## config.mk

```make
export PLATFORM = sky130hd
export DESIGN_NAME = csv_stream_parser_core
export DESIGN_NICKNAME = d
export VERILOG_FILES = /design/src/csp_pkg.sv /design/src/csp_step.sv /design/src/csv_stream_parser_core.sv
export SDC_FILE = /design/constraint.sdc
export NUM_CORES = 1
export LEC_CHECK = 0
export ABC_AREA = 1
export BUFFER_PORTS_ARGS = -buffer_cell sky130_fd_sc_hd__buf_2
export CAP_MARGIN = 25
export CORE_AREA = 4 4 66 53
export CTS_CLUSTER_DIAMETER = 200
export DETAILED_ROUTE_END_ITERATION = 6
export DIE_AREA = 0 0 70 57
export GPL_TIMING_DRIVEN = 0
export PLACE_DENSITY = 0.66
export SLEW_MARGIN = 25
export SYNTH_ARGS = -nofsm -noshare
export SYNTH_HDL_FRONTEND = slang
export SYNTH_SLANG_ARGS = --single-unit
```

## constraint.sdc

```tcl
create_clock -name clock -period 2.2 [get_ports clock]
set_clock_uncertainty 0.2 [all_clocks]
set_input_delay 0.11 -clock clock [delete_from_list [all_inputs] [get_ports clock]]
set_output_delay 0.11 -clock clock [all_outputs]
set_load 0.05 [all_outputs]
```

## src/csp_pkg.sv

```systemverilog
`default_nettype none

package csp_pkg;

   localparam logic [7:0] CH_QUOTE = 8'h22;
   localparam logic [7:0] CH_COMMA = 8'h2C;
   localparam logic [7:0] CH_LF    = 8'h0A;
   localparam logic [7:0] CH_CR    = 8'h0D;

   typedef enum logic [1:0] {
      KIND_CHAR   = 2'd0,
      KIND_FIELD  = 2'd1,
      KIND_RECORD = 2'd2
   } token_kind_type;

   typedef struct packed {
      logic in_quoted;
      logic quote_seen;
      logic field_has_chars;
      logic record_has_fields;
   } parse_state_type;

   typedef struct packed {
      logic           emit;
      token_kind_type kind;
      logic [7:0]     char_out;
   } token_type;

endpackage

`default_nettype wire

```

## src/csp_step.sv

```systemverilog
`default_nettype none

module csp_step
   import csp_pkg::*;
(
   input  wire parse_state_type state_cur,
   input  wire logic [7:0]      data_byte,
   input  wire logic            end_of_input,
   output parse_state_type      state_nxt,
   output token_type            token
);

   always_comb begin
      state_nxt      = state_cur;
      token.emit     = 1'b0;
      token.kind     = KIND_CHAR;
      token.char_out = 8'h00;

      if (end_of_input) begin
         // flush: one record end if anything is pending, then clear everything
         token.emit = state_cur.field_has_chars | state_cur.record_has_fields;
         token.kind = KIND_RECORD;
         state_nxt  = '0;
      end else if (state_cur.in_quoted && state_cur.quote_seen && data_byte == CH_QUOTE) begin
         // doubled quote inside quotes is a literal quote
         state_nxt.quote_seen      = 1'b0;
         state_nxt.field_has_chars = 1'b1;
         token.emit                = 1'b1;
         token.char_out            = CH_QUOTE;
      end else if (state_cur.in_quoted && !state_cur.quote_seen) begin
         if (data_byte == CH_QUOTE) begin
            state_nxt.quote_seen = 1'b1;
         end else begin
            state_nxt.field_has_chars = 1'b1;
            token.emit                = 1'b1;
            token.char_out            = data_byte;
         end
      end else begin
         // unquoted text, or the byte right after a closing quote
         state_nxt.in_quoted  = 1'b0;
         state_nxt.quote_seen = 1'b0;
         case (data_byte)
            CH_QUOTE: begin
               state_nxt.in_quoted = 1'b1;
            end
            CH_COMMA: begin
               state_nxt.field_has_chars   = 1'b0;
               state_nxt.record_has_fields = 1'b1;
               token.emit                  = 1'b1;
               token.kind                  = KIND_FIELD;
            end
            CH_LF: begin
               state_nxt.field_has_chars   = 1'b0;
               state_nxt.record_has_fields = 1'b0;
               token.emit                  = 1'b1;
               token.kind                  = KIND_RECORD;
            end
            CH_CR: begin
               token.emit = 1'b0;
            end
            default: begin
               state_nxt.field_has_chars = 1'b1;
               token.emit                = 1'b1;
               token.char_out            = data_byte;
            end
         endcase
      end
   end

endmodule

`default_nettype wire

```

## src/csv_stream_parser_core.sv

```systemverilog
// A request accepted into the input register has its token on rsp_ once it moves on into
// the result register; requests that make no token produce nothing on rsp_.
// Throughput: one request per cycle while rsp_ is not stalled; the parser state update
// is a single small decode between the input register and the result register.
// Reset: synchronous, active high; clears the parse state and both valid flags.
`default_nettype none

module csv_stream_parser_core
   import csp_pkg::*;
(
   input  wire logic       clock,
   input  wire logic       reset,
   input  wire logic       req_valid,
   output logic            req_ready,
   input  wire logic [7:0] req_data_byte,
   input  wire logic       req_end_of_input,
   output logic            rsp_valid,
   input  wire logic       rsp_ready,
   output logic [1:0]      rsp_token_kind,
   output logic [7:0]      rsp_char_out
);

   logic            in_valid_ff, in_valid_in;
   logic [7:0]      in_byte_ff;
   logic            in_end_ff;
   parse_state_type state_ff, state_in;
   token_type       token;
   logic            out_valid_ff, out_valid_in;
   logic [1:0]      out_kind_ff;
   logic [7:0]      out_char_ff;
   logic            advance;

   csp_step u_step (
      .state_cur    (state_ff),
      .data_byte    (in_byte_ff),
      .end_of_input (in_end_ff),
      .state_nxt    (state_in),
      .token        (token)
   );

   // the held request moves on once the result register is free or draining
   assign advance   = in_valid_ff & (~out_valid_ff | rsp_ready);
   assign req_ready = ~in_valid_ff | advance;

   always_comb begin
      in_valid_in = in_valid_ff;
      if (req_ready) begin
         in_valid_in = req_valid;
      end
      out_valid_in = out_valid_ff & ~rsp_ready;
      if (advance) begin
         out_valid_in = token.emit;
      end
   end

   always_ff @(posedge clock) begin
      if (reset) begin
         in_valid_ff  <= 1'b0;
         out_valid_ff <= 1'b0;
         state_ff     <= '0;
      end else begin
         in_valid_ff  <= in_valid_in;
         out_valid_ff <= out_valid_in;
         if (advance) begin
            state_ff <= state_in;
         end
      end
   end

   always_ff @(posedge clock) begin
      if (req_ready && req_valid) begin
         in_byte_ff <= req_data_byte;
         in_end_ff  <= req_end_of_input;
      end
      if (advance && token.emit) begin
         out_kind_ff <= token.kind;
         out_char_ff <= token.char_out;
      end
   end

   assign rsp_valid      = out_valid_ff;
   assign rsp_token_kind = out_kind_ff;
   assign rsp_char_out   = out_char_ff;

endmodule

`default_nettype wire

```

==> results.md <==
- Row generation in the floorplan step produced 17 rows.
- The area growth from synthesis to final layout is 26.9%.
- For this run, design rule violations remaining after detail routing come to 0.
- The critical path contains buffers and inverters numbering 2 combined.
- The total number of H-tree levels is 1.
- The average instance area after synthesis is 9.57 um2.
- The core region is 2850 um2.
- The routed wirelength normalized by instance count is 11.1 um.
- The maximum operating frequency is 513 MHz.
- Summed over all cells, the static leakage comes to 0.698 nW.
- For this run, the post-layout net count is 184.
- The first global-routing pass estimated 3.99 mm of wire.
- The number of buffers inserted during clock tree synthesis is 3.
- The repair_antennas step left the layout with diodes totalling 0.
- The maximum number of pins on one net before global-route repair is 15.
- The number of max-slew violations in the final report is 0.
- The starting DRC count in detailed routing is 23.
- Traced cell by cell, the critical path runs through inv_1, nand2_2, nor2_4, nand3_2, nand3_2, nand2_2, inv_1.
- The routed design could run at a clock period as short as 1.95 ns.
- Counting distinct cell types in the post-synthesis netlist gives 20.
- The area of the multi-input gates is 462 um2.
- The synthesized flop and latch total is 25.
- In this run the horizontal extent of the chip is 70 um.
- No sink is reached through more buffers than the 2 on the longest clock path.
- In the final timing run, aggregate negative setup slack is 0 ns.
- Across the run, the number of max-cap violations was 0.
- The number of buffers inserted by post-CTS setup repair is 0.
- The final critical path takes up 88.6% of the cycle.
- After Yosys synthesis, and, or, nand and nor cells account for 31.8% of the synthesized area.
- The number of top-level pins is 25.
- Setup violations remaining at the end of the flow were counted as 0.
- Of the total synthesized cell area, the portion taken by full adders, half adders and majority gates is 0%.
- Summing over every cut layer, the via total after detailed routing is 946.
- The filler cell count is 259.
- The number of global-route vias before repair was 907.
- The initial core utilization is 43.6%.
- Yosys printed 0 warnings.
- Multiplexer cells account for 0% of the synthesized area.
- The clock sink count is 25.
- The clock root buffer is clkbuf_8.
- After synthesis, the largest family of logic cells by area is simple AND/OR/NAND/NOR gates.
- The final standard cell count with taps included and fillers excluded is 208.
- After detailed placement, the design holds a cell count of 192.
- Clock latency on the worst-skew pair, taken at its later pin, is 0.28 ns.
- Among cell families on the critical path, the largest total delay comes from simple AND/OR/NAND/NOR gates.
- The clock transition at the registers of the reported paths is 0.09 ns.
- The required time at the endpoint of the critical path is 1.94 ns.
- The maximum single-stage delay on the critical path is 0.50 ns.
- The compound-gate portion of the synthesized area is 5.33%.
- The pin slew with the least headroom to its limit is 0.377 ns.
- TritonCTS built the clock tree.
- The logic depth of the worst setup path including buffers is 7.
- The largest individual stage delay along the critical path comes from the cell edfxtp_1.
- The die covers 3990 um2.
- Across the VDD grid, the largest voltage drop is 0.000302 V.
- The register area share after synthesis is 55.5%.
- The combined flip-flop and latch cell area is 691 um2.
- The power density over the cells is 606 nW/um2.
- The biggest fanout along the worst timing path is 10.
- In the synthesized netlist, the number of instances is 130.
- The xor-xnor portion of the synthesized cell area is 0%.
- The worst register-to-register path has a depth of 7.
- The post-synthesis net count is 143.
- After global routing the overflow that remains totals 0.
- The final count of hold timing violations is 0.
- The top cell types in the final layout, fill and taps aside, are buf_2 (24), nand2_1 (22), edfxtp_1 (19).
- The library cell used most frequently in the layout, excluding fill and tap cells, is buf_2.
- The routed design has 2.31 mm of wire.
- For this run, the total global-route usage over all layers was measured as 12.9%.
- The average via count per standard cell is 4.55.
- The ratio of cells with drive above 1 in the final layout is 36.5%.
- Setup repair after global routing left no endpoint under its margin.
- The category of the worst setup path launch point is a flop.
- The number of antenna violations at the first check in global routing was 0.
- Routability-driven placement finished with a final weighted congestion of 0.891.
- The flow ran to the end, and the final reports show no timing, DRC or antenna violations.
- Measured against its own limit, the worst slew margin works out to 74.8%.
- The arrival time of data at the critical path endpoint is 1.69 ns.
- The hold slack is 0.264 ns.
- The final antenna-violating net count is 0.
- The class of the tightest hold or removal check is reg -> reg.
- By startpoint and endpoint, the worst setup path is classified as reg -> reg.
- The placed wire-length estimate after detailed placement is 1.71 mm.
- The pre-antenna-repair detailed-routing pass consisted of 4 iterations.
- The die is 57 um tall.
- The quantity of I/O buffers inserted on ports is 24.
- Summing every instance area after synthesis gives 1240 um2.
- The worst hold path passes through 2 cells.
- The critical path endpoint category is a flop.
[logic make-up (layout without fill, tap and decap cells)]
kind of cell | Yosys count | in the layout
DFF | 25 | 25
AOI/OAI and AO/OA | 11 | 11
buffers and inverters | 23 | 63
and+or+nand+nor | 71 | 71
[worst paths after layout]
path,from,to,slack [ns]
worst min-delay path,state_ff[1],state_ff[1],0.26
worst max-delay path,in_byte_ff[2],rsp_char_out[5],0.25
worst max register to register,in_byte_ff[2],rsp_char_out[5],0.25
worst min register to register,state_ff[1],state_ff[1],0.26
[repair_timing]
item,4_1_cts,5_1_grt
resized for setup,0,0
hold buffers,12,0
hold endpoints to repair,15,0
[synth_stat cells, drive strengths merged]
master,number,share of area (%)
nor3,2,0.80
nand2,32,12
a21oi,6,3.0
o21ai,5,2.3
dfxtp,6,9.7
nor2,27,12
edfxtp,19,46
nand3,7,4.8
inv,23,7.3
nand4,3,1.5
[per-stage QoR]
stage / setup WS [ns] / power (mW) / cell area, um2 / util [%]
final: 0.250 / 0.957 / 1580 / 55.4
after global routing: 0.149 / 0.995 / 1580 / 55.4
after global placement: 0.304 / 0.671 / 1410 / 49.5
after floorplan: 0.179 / 0.643 / 1240 / -
after detailed placement: 0.275 / 0.676 / 1410 / 49.5
after CTS: 0.257 / 0.957 / 1580 / 55.4
[state kept, by name, indices dropped and copies added (netlist names)]
signal / cells
in_byte_ff: 8
in_end_ff: 1
in_valid_ff: 1
rsp_char_out: 8
rsp_token_kind: 2
rsp_valid: 1
state_ff: 4
[routing by layer]
metal / up-vias / wire, um / track usage, % / share of wire, %
met3: 5 / 108 / 2.82 / 4.7
met1: 418 / 1050 / 16.0 / 46
li1: 496 / - / - / -
met4: 0 / 51 / 5.74 / 2.2
met5: - / 0 / 0 / 0
met2: 27 / 1100 / 21.8 / 47
[worst reg2reg max path, stage by stage, from the launching register on]
cell	delay (ns)
edfxtp_1	0.50
inv_1	0.11
nand2_2	0.07
nor2_4	0.14
nand3_2	0.13
nand3_2	0.12
nand2_2	0.06
inv_1	0.29
[cell type report]
cell class	instances	share of cell area, %
Clock inverter	1	0.317
Multi-Input combinational cell	82	29.3
Timing Repair Buffer	36	15.2
Sequential cell	25	43.8
Tap cell	38	3.01
Inverter	23	5.79
Clock buffer	3	2.62
[report_power, final]
part | total [mW] | internal (mW) | leakage, nW | switching (mW)
Sequential | 0.549 | 0.533 | 0.232 | 0.0159
Clock | 0.275 | 0.127 | 0.0255 | 0.148
Combinational | 0.133 | 0.0480 | 0.441 | 0.0852
Total | 0.957 | 0.708 | 0.698 | 0.249
(Power assumes the default switching activity.)
